[src/sv/vrt_pkg.sv]
package vrt_pkg;
  localparam int CELL_BITS_DEF = 16;
  localparam int FRAC_BITS_DEF = 16;
  localparam logic [1:0] RK_PROBE = 2'd0;
  localparam logic [1:0] RK_HIT = 2'd1;
  localparam logic [1:0] RK_MISS = 2'd2;
  localparam logic KIND_START = 1'b0;
  localparam logic KIND_ANSWER = 1'b1;
  localparam logic [31:0] ALL_ONES = 32'hFFFF_FFFF;

  typedef enum logic [3:0] {
    ST_IDLE, ST_SQRT, ST_DIVSET, ST_DIV, ST_DIVEND, ST_OUT, ST_WAIT, ST_STEP
  } state_t;
endpackage

[src/sv/voxel_ray_traversal_dda.sv]
// voxel ray walker, 3d dda over a cell grid
// input channel (in_valid/in_ready): kind 0 starts a ray with origin,
// direction and reach; kind 1 answers the last probe with in_solid.
// output channel (out_valid/out_ready): a probe for a cell, a hit with the
// cell and the previous cell, or a miss with the distance reached.
// a start runs a setup on one shared subtractor: a restoring square root
// (two radicand bits and one root bit per cycle), then six restoring
// divisions (two per axis, each loaded in ST_DIVSET, taken through 64
// quotient steps in ST_DIV and closed in ST_DIVEND; an axis whose direction
// component is zero skips ST_DIV). the first probe is registered in ST_OUT
// after the last division; a zero direction or a negative reach gives the
// miss in the next cycle.
// a non-solid answer passes through the ST_STEP compare-and-add state, which
// registers the next probe or a miss; a hit is valid in the next cycle.
// in_ready is high only while waiting for a start or for an answer and no
// result is pending; an answer while idle is dropped without a result.
// a stalled receiver holds the result in the output register and the block
// accepts nothing until it is taken.
// reset (rst_n low, synchronous) returns to idle with no pending result.
module voxel_ray_traversal_dda #(
  parameter int CELL_BITS = vrt_pkg::CELL_BITS_DEF,
  parameter int FRAC_BITS = vrt_pkg::FRAC_BITS_DEF
) (
  input  logic               clk,
  input  logic               rst_n,
  input  logic               in_valid,
  output logic               in_ready,
  input  logic               in_kind,
  input  logic signed [31:0] in_origin_x,
  input  logic signed [31:0] in_origin_y,
  input  logic signed [31:0] in_origin_z,
  input  logic signed [15:0] in_dir_x,
  input  logic signed [15:0] in_dir_y,
  input  logic signed [15:0] in_dir_z,
  input  logic signed [31:0] in_reach,
  input  logic               in_solid,
  output logic               out_valid,
  input  logic               out_ready,
  output logic [1:0]         out_result_kind,
  output logic signed [15:0] out_cell_x,
  output logic signed [15:0] out_cell_y,
  output logic signed [15:0] out_cell_z,
  output logic signed [15:0] out_prev_x,
  output logic signed [15:0] out_prev_y,
  output logic signed [15:0] out_prev_z,
  output logic [31:0]        out_travelled
);
  localparam int NW = 64;   // dividend width: r*len < 2^(FRAC_BITS+18)
  localparam int QB = 33;   // quotient bits kept before saturation

  vrt_pkg::state_t st_r, st_nxt;
  logic busy_r, busy_nxt;
  logic [CELL_BITS-1:0] cur_r [3], cur_nxt [3];
  logic [CELL_BITS-1:0] prv_r [3], prv_nxt [3];
  logic [2:0] neg_r, neg_nxt;
  logic [15:0] mag_r [3], mag_nxt [3];
  logic [31:0] bd_r [3], bd_nxt [3];
  logic [31:0] sp_r [3], sp_nxt [3];
  logic [FRAC_BITS-1:0] frac_r [3], frac_nxt [3];
  logic [31:0] reach_r, reach_nxt;
  // shared iterative unit state
  logic [31:0] sum_r, sum_nxt;        // radicand remainder
  logic [16:0] root_r, root_nxt;
  logic [5:0] cnt_r, cnt_nxt;
  logic [2:0] job_r, job_nxt;          // division job: axis*2 + span
  logic [NW-1:0] num_r, num_nxt;
  logic [15:0] rem_r, rem_nxt;
  logic [QB-1:0] quo_r, quo_nxt;
  // output register
  logic ov_r, ov_nxt;
  logic [1:0] ok_r, ok_nxt;
  logic [15:0] oc_r [3], oc_nxt [3];
  logic [15:0] op_r [3], op_nxt [3];
  logic [31:0] ot_r, ot_nxt;

  logic in_xfer;
  assign in_xfer = in_valid && in_ready;
  assign in_ready = !ov_r && (st_r == vrt_pkg::ST_IDLE || st_r == vrt_pkg::ST_WAIT);

  logic signed [31:0] org [3];
  logic signed [15:0] dir [3];
  assign org[0] = in_origin_x; assign org[1] = in_origin_y; assign org[2] = in_origin_z;
  assign dir[0] = in_dir_x; assign dir[1] = in_dir_y; assign dir[2] = in_dir_z;

  // shared subtractor for root and division steps
  logic [33:0] sub_a, sub_b, sub_d;
  logic sub_ok;
  assign sub_d = sub_a - sub_b;
  assign sub_ok = sub_a >= sub_b;

  logic [15:0] dmag;
  logic [1:0] ax;
  logic [31:0] dsel;
  logic [31:0] dsum;
  logic [32:0] dsum_w;
  logic [1:0] sel;
  logic [33:0] sq_acc;
  logic [15:0] mg;
  logic [31:0] sqv;
  logic [FRAC_BITS:0] rsel;
  logic [FRAC_BITS+17:0] prod;

  function automatic logic [31:0] qsat_f(input logic [QB-1:0] q, input logic b);
    logic [QB-1:0] qn;
    qn = q[QB-1] ? q : {q[QB-2:0], b};
    return qn[QB-1] ? vrt_pkg::ALL_ONES : qn[31:0];
  endfunction

  always_ff @(posedge clk) begin
    if (!rst_n) begin
      st_r <= vrt_pkg::ST_IDLE;
      busy_r <= 1'b0;
      ov_r <= 1'b0;
    end else begin
      st_r <= st_nxt;
      busy_r <= busy_nxt;
      ov_r <= ov_nxt;
    end
    cur_r <= cur_nxt; prv_r <= prv_nxt; neg_r <= neg_nxt; mag_r <= mag_nxt;
    bd_r <= bd_nxt; sp_r <= sp_nxt; frac_r <= frac_nxt; reach_r <= reach_nxt;
    sum_r <= sum_nxt; root_r <= root_nxt; cnt_r <= cnt_nxt; job_r <= job_nxt;
    num_r <= num_nxt; rem_r <= rem_nxt; quo_r <= quo_nxt;
    ok_r <= ok_nxt; oc_r <= oc_nxt; op_r <= op_nxt; ot_r <= ot_nxt;
  end

  always_comb begin
    st_nxt = st_r; busy_nxt = busy_r;
    cur_nxt = cur_r; prv_nxt = prv_r; neg_nxt = neg_r; mag_nxt = mag_r;
    bd_nxt = bd_r; sp_nxt = sp_r; frac_nxt = frac_r; reach_nxt = reach_r;
    sum_nxt = sum_r; root_nxt = root_r; cnt_nxt = cnt_r; job_nxt = job_r;
    num_nxt = num_r; rem_nxt = rem_r; quo_nxt = quo_r;
    ov_nxt = ov_r; ok_nxt = ok_r; oc_nxt = oc_r; op_nxt = op_r; ot_nxt = ot_r;
    sub_a = '0; sub_b = '0;
    ax = job_r[2:1];
    dmag = mag_r[ax];
    sq_acc = '0;
    mg = '0; sqv = '0;
    rsel = '0; prod = '0;
    sel = 2'd0; dsel = '0; dsum_w = '0; dsum = '0;

    if (out_valid && out_ready) ov_nxt = 1'b0;

    case (st_r)
      vrt_pkg::ST_SQRT: begin
        // restoring root, two radicand bits per cycle
        sub_a = {sum_r, num_r[NW-1 -: 2]};
        sub_b = {15'd0, root_r, 2'b01};
        num_nxt = num_r << 2;
        if (sub_ok) begin
          sum_nxt = sub_d[31:0]; root_nxt = {root_r[15:0], 1'b1};
        end else begin
          sum_nxt = sub_a[31:0]; root_nxt = {root_r[15:0], 1'b0};
        end
        cnt_nxt = cnt_r - 6'd1;
        if (cnt_r == 6'd0) begin
          job_nxt = 3'd0;
          st_nxt = vrt_pkg::ST_DIVSET;
        end
      end
      vrt_pkg::ST_DIVSET: begin
        if (dmag == 16'd0) begin
          if (job_r[0]) sp_nxt[ax] = vrt_pkg::ALL_ONES;
          else bd_nxt[ax] = vrt_pkg::ALL_ONES;
          st_nxt = vrt_pkg::ST_DIVEND;
        end else begin
          // dividend = r * len, product kept narrow: r <= 2^FRAC_BITS, len < 2^17
          if (job_r[0]) rsel = {1'b1, {FRAC_BITS{1'b0}}};
          else if (neg_r[ax]) rsel = {1'b0, frac_r[ax]};
          else rsel = {1'b1, {FRAC_BITS{1'b0}}} - {1'b0, frac_r[ax]};
          prod = rsel * root_r;
          num_nxt = NW'(prod);
          rem_nxt = '0; quo_nxt = '0;
          cnt_nxt = 6'(NW - 1);
          st_nxt = vrt_pkg::ST_DIV;
        end
      end
      vrt_pkg::ST_DIV: begin
        sub_a = {17'd0, rem_r, num_r[NW-1]};
        sub_b = {18'd0, dmag};
        num_nxt = num_r << 1;
        if (sub_ok) rem_nxt = sub_d[15:0]; else rem_nxt = sub_a[15:0];
        quo_nxt = (quo_r[QB-1] ? quo_r : {quo_r[QB-2:0], sub_ok});
        cnt_nxt = cnt_r - 6'd1;
        if (cnt_r == 6'd0) begin
          if (job_r[0]) sp_nxt[ax] = qsat_f(quo_r, sub_ok);
          else bd_nxt[ax] = qsat_f(quo_r, sub_ok);
          st_nxt = vrt_pkg::ST_DIVEND;
        end
      end
      vrt_pkg::ST_DIVEND: begin
        if (job_r == 3'd5) begin
          st_nxt = vrt_pkg::ST_OUT;
        end else begin
          job_nxt = job_r + 3'd1;
          st_nxt = vrt_pkg::ST_DIVSET;
        end
      end
      vrt_pkg::ST_OUT: begin
        if (!ov_r) begin
          ov_nxt = 1'b1; ok_nxt = vrt_pkg::RK_PROBE; ot_nxt = '0;
          for (int i = 0; i < 3; i++) begin
            oc_nxt[i] = 16'(cur_r[i]); op_nxt[i] = '0;
          end
          busy_nxt = 1'b1;
          st_nxt = vrt_pkg::ST_WAIT;
        end
      end
      vrt_pkg::ST_STEP: begin
        if (bd_r[0] <= bd_r[1] && bd_r[0] <= bd_r[2]) sel = 2'd0;
        else if (bd_r[1] <= bd_r[2]) sel = 2'd1;
        else sel = 2'd2;
        dsel = bd_r[sel];
        dsum_w = {1'b0, dsel} + {1'b0, sp_r[sel]};
        dsum = dsum_w[32] ? vrt_pkg::ALL_ONES : dsum_w[31:0];
        prv_nxt = cur_r;
        if (mag_r[sel] != 16'd0)
          cur_nxt[sel] = neg_r[sel] ? cur_r[sel] - 1'b1 : cur_r[sel] + 1'b1;
        bd_nxt[sel] = dsum;
        ot_nxt = dsel;
        ov_nxt = 1'b1;
        if (dsel > reach_r) begin
          ok_nxt = vrt_pkg::RK_MISS; busy_nxt = 1'b0;
          for (int i = 0; i < 3; i++) begin oc_nxt[i] = '0; op_nxt[i] = '0; end
          st_nxt = vrt_pkg::ST_IDLE;
        end else begin
          ok_nxt = vrt_pkg::RK_PROBE;
          for (int i = 0; i < 3; i++) begin
            oc_nxt[i] = 16'(cur_nxt[i]); op_nxt[i] = '0;
          end
          st_nxt = vrt_pkg::ST_WAIT;
        end
      end
      default: ;
    endcase

    if (in_xfer) begin
      if (in_kind == vrt_pkg::KIND_START) begin
        busy_nxt = 1'b0;
        for (int i = 0; i < 3; i++) begin
          mg = dir[i][15] ? 16'(-dir[i]) : dir[i];
          mag_nxt[i] = mg;
          neg_nxt[i] = dir[i][15];
          sqv = 32'(mg) * 32'(mg);
          sq_acc = sq_acc + 34'(sqv);
          frac_nxt[i] = org[i][FRAC_BITS-1:0];
          cur_nxt[i] = CELL_BITS'(org[i] >>> FRAC_BITS);
          prv_nxt[i] = CELL_BITS'(org[i] >>> FRAC_BITS);
        end
        reach_nxt = in_reach;
        if (sq_acc == '0 || in_reach[31]) begin
          ov_nxt = 1'b1; ok_nxt = vrt_pkg::RK_MISS; ot_nxt = '0;
          for (int i = 0; i < 3; i++) begin oc_nxt[i] = '0; op_nxt[i] = '0; end
          st_nxt = vrt_pkg::ST_IDLE;
        end else begin
          num_nxt = {sq_acc, 30'd0};
          sum_nxt = '0; root_nxt = '0;
          cnt_nxt = 6'd16;
          st_nxt = vrt_pkg::ST_SQRT;
        end
      end else if (busy_r) begin
        if (in_solid) begin
          ov_nxt = 1'b1; ok_nxt = vrt_pkg::RK_HIT; busy_nxt = 1'b0;
          for (int i = 0; i < 3; i++) begin
            oc_nxt[i] = 16'(cur_r[i]); op_nxt[i] = 16'(prv_r[i]);
          end
          st_nxt = vrt_pkg::ST_IDLE;
        end else begin
          st_nxt = vrt_pkg::ST_STEP;
        end
      end
    end
  end

  assign out_valid = ov_r;
  assign out_result_kind = ok_r;
  assign out_cell_x = oc_r[0]; assign out_cell_y = oc_r[1]; assign out_cell_z = oc_r[2];
  assign out_prev_x = op_r[0]; assign out_prev_y = op_r[1]; assign out_prev_z = op_r[2];
  assign out_travelled = ot_r;
endmodule

[config.mk]
export PLATFORM = sky130hd
export DESIGN_NAME = voxel_ray_traversal_dda
export DESIGN_NICKNAME = d
export VERILOG_FILES = /design/src/sv/vrt_pkg.sv /design/src/sv/voxel_ray_traversal_dda.sv
export SDC_FILE = /design/constraint.sdc
export NUM_CORES = 2
export LEC_CHECK = 0
export ABC_AREA = 1
export BUFFER_PORTS_ARGS = -buffer_cell sky130_fd_sc_hd__buf_2
export CAP_MARGIN = 20
export CORE_ASPECT_RATIO = 1.25
export CORE_MARGIN = 2
export CORE_UTILIZATION = 55
export CTS_CLUSTER_SIZE = 14
export DETAILED_ROUTE_END_ITERATION = 7
export PLACE_DENSITY = 0.83
export SYNTH_ARGS = -nofsm -noshare
export SYNTH_HDL_FRONTEND = slang
export SYNTH_SLANG_ARGS = --single-unit
[constraint.sdc]
create_clock -name clk -period 14.1 [get_ports clk]
set_input_delay 4.23 -clock clk [delete_from_list [all_inputs] [get_ports clk]]
set_output_delay 4.23 -clock clk [all_outputs]
set_load 0.05 [all_outputs]
==> results by group <==
Floorplanning
  • Starting density of the core: 55.51%
  • Chip height: 412.4 um
  • Core Rows: 149
  • Die ar.: 136,400 um2
  • Die Span X: 330.7 um
  • Number of I/O pins: 314
  • Core Area: 132,200 um2

Worst setup path
  • Worst setup EP type: register
  • Family with the most delay on the worst path: adder cells
  • Largest stage delay, worst path: 0.60 ns
  • Critical path startpoint category: primary input
  • Crit path kind: primary input to register
  • Crit path buf inv count: 14
  • CP most frequent cell: fa_1
  • Worst path required time: 14.67 ns
  • Slowest CP cell: fa_1
  • Critical path launch point: in_dir_y[0]
  • Crit path DAT: 14.20 ns
  • FF-to-FF Start: job_r[2]
  • CP Max Fanout: 46

Global routing
  • Vias in the first global route: 66,610
  • Global route overflow: 0
  • Gr usage total: 34.51%
  • Global-route wire length before repair: 363,100 um
  • Pin count of the biggest net entering global routing: 170
  • Initial antenna violation count: 7

CTS
  • CTS tree: done
  • Root buffer cell: clkbuf_16
  • CTS clk-pin slew, worst paths: 0.06 ns
  • Post-cts hold buffer count: 0
  • Num CTS Buffers: 81
  • Worst-Skew Late Latency: 0.73 ns
  • Clk sinks: 726
  • Clock tree buffer depth: 3
  • CTS H-tree lvls: 3

Synthesis
  • Synth area leader: fa_1
  • Gate Count Post-Synth: 8,999
  • Warnings, synthesis: 0
  • Post-synth EDFFs: 375
  • Synth cell types: 73
  • Synth top area share: 23.08%
  • Sequential cell area fraction in the yosys report: 24.92%
  • Synthesized cell area: 73,370 um2
  • Asr flop ratio synth: 0%
  • Top post-synthesis cells by area: fa_1, edfxtp_1, dfxtp_1, ha_1, nand2_1
  • Main flop type after synthesis: edfxtp_1
  • Mapped Avg Cell Area: 8.153 um2
  • #FFs+latches synth: 726

STA
  • Peak Freq: 73.37 MHz
  • RSZ-0062 raised after global routing: false
  • Post-route minimum period: 13.63 ns
  • Final period utilization: 96.66%
  • Clk_skew: 0.05860 ns
  • Final setup viols: 0
  • Setup total negative slack: 0 ns
  • Slew margin rel.: 23.84%
  • Final Hold Vio Count: 0
  • Worst Tran Pin Value: 1.135 ns
  • Max-slew violations: 0

Cells and area
  • Nets@finish: 10,800
  • Fill cells: 11,190
  • Layout cells sized above 1: 8.323%
  • Synthesis-to-layout area growth: 8.844%
  • Most frequent cells in the layout: nand2_1, inv_1, fa_1
  • Commonest non-fill, non-tap cell in the layout: nand2_1
  • Final non-filler cell total: 11,020

Drt
  • DRT Pass-1 Iters: 8
  • Post-route ant nets: 0
  • DR WL/cell: 21.48 um
  • Vias per inst: 5.952
  • Via count: 65,590
  • Final wirelength: 236,700 um
  • DR iter-0 viols: 6,701
  • Remaining DRCs: 3

Place
  • Post-DP HPWL: 181,800 um
  • I/O Buffers: 313
  • GPL Wtd Cong: 1.019
  • Placed Instances: 10,860

Flow run
  • MaxCap Viol Count: 0

Run status
  • Failing checks: DRC
  • Status: finished, violations left

Worst hold path
  • Hold wc startpoint: prv_r[24]
  • Worst hold path class: register to register
-- routing by layer --
| layer | up-vias | routed length, um | global-route usage, % |
|---|---|---|---|
| met1 | 31420 | 82150 | 39.73 |
| met3 | 940 | 22510 | 6.647 |
| met4 | 6 | 20440 | 25.86 |
| met2 | 3802 | 111500 | 56.90 |
| met5 | - | 37 | 0 |
| li1 | 29430 | - | - |
-- kinds of logic (layout without fill, tap and decap cells) --
logic type	count (synthesis)	in the layout	share of synthesized area, %
buf+inv	2091	2329	10.88
fa+ha+maj	1407	1407	32.65
simple gates	2975	2975	16.57
compound gates	1689	1689	13.66
mux	1	1	0.01364
other cells	2	48	0.01024
flops	726	726	24.92
xor+xnor	108	108	1.289
-- stage by stage --
stage | area [um2] | setup WS, ns | hold slack [ns] | util [%]
final | 79860 | 0.4708 | 0.4508 | 60.42
after detailed placement | 77040 | -0.2998 | 0.4361 | 58.29
after global routing | 79850 | 0.01748 | 0.4710 | 60.41
after CTS | 79720 | 0.4136 | 0.4500 | 60.31
after floorplan | 73520 | 0.6606 | 0.4210 | -
after global placement | 77040 | -0.2933 | 0.4313 | 58.29
-- cells in the mapped netlist, types with 124 or more instances --
| cell type | instances |
|---|---|
| fa_1 | 846 |
| ha_1 | 561 |
| inv_1 | 1661 |
| nor2_1 | 778 |
| nand3_1 | 241 |
| nand2_1 | 1703 |
| edfxtp_1 | 375 |
| a21oi_1 | 420 |
| clkbuf_1 | 253 |
| o221ai_1 | 124 |
| o21ai_0 | 648 |
| dfxtp_1 | 351 |
| o22ai_1 | 181 |
-- final timing paths --
kind              slack [ns]             to  depth (start not counted)
setup reg to reg        3.58      num_r[26]                         33
setup / recovery        0.47      num_r[35]                         41
hold / removal          0.45  out_prev_y[8]                          2
hold reg to reg         0.45  out_prev_y[8]                          2
-- worst min-delay path, cell delays in order, from the launching register on --
cell,delay [ns]
dfxtp_1,0.31
nand2_1,0.06
nand2_1,0.04
-- layout make-up --
class / count / area (um2) / area share [%]
Antenna cell: 7 / 17.52 / 0.02193
Clock buffer: 104 / 2280 / 2.855
Clock inverter: 45 / 397.9 / 0.4982
Inverter: 1708 / 6430 / 8.052
Multi-Input combinational cell: 6221 / 47410 / 59.36
Sequential cell: 726 / 18290 / 22.90
Tap cell: 1736 / 2172 / 2.720
Timing Repair Buffer: 472 / 2868 / 3.591
-- registers in the layout, summed over array words and instances, names as in the netlist, 33 cells and up --
signal and cells:
bd_r 96, sp_r 96, num_r 64, cur_r 48, frac_r 48, mag_r 48, prv_r 48, quo_r 33
-- timing repair --
| item | 4_1_cts | 5_1_grt |
|---|---|---|
| endpoints found under the setup margin | 0 | 209 |
| setup buffers | 0 | 4 |
| resized for setup | 0 | 14 |
| endpoints found under the hold margin | 0 | 0 |
Power is not shown: default switching activity piles up to over one toggle a cycle in this logic, so the estimate is an artifact.
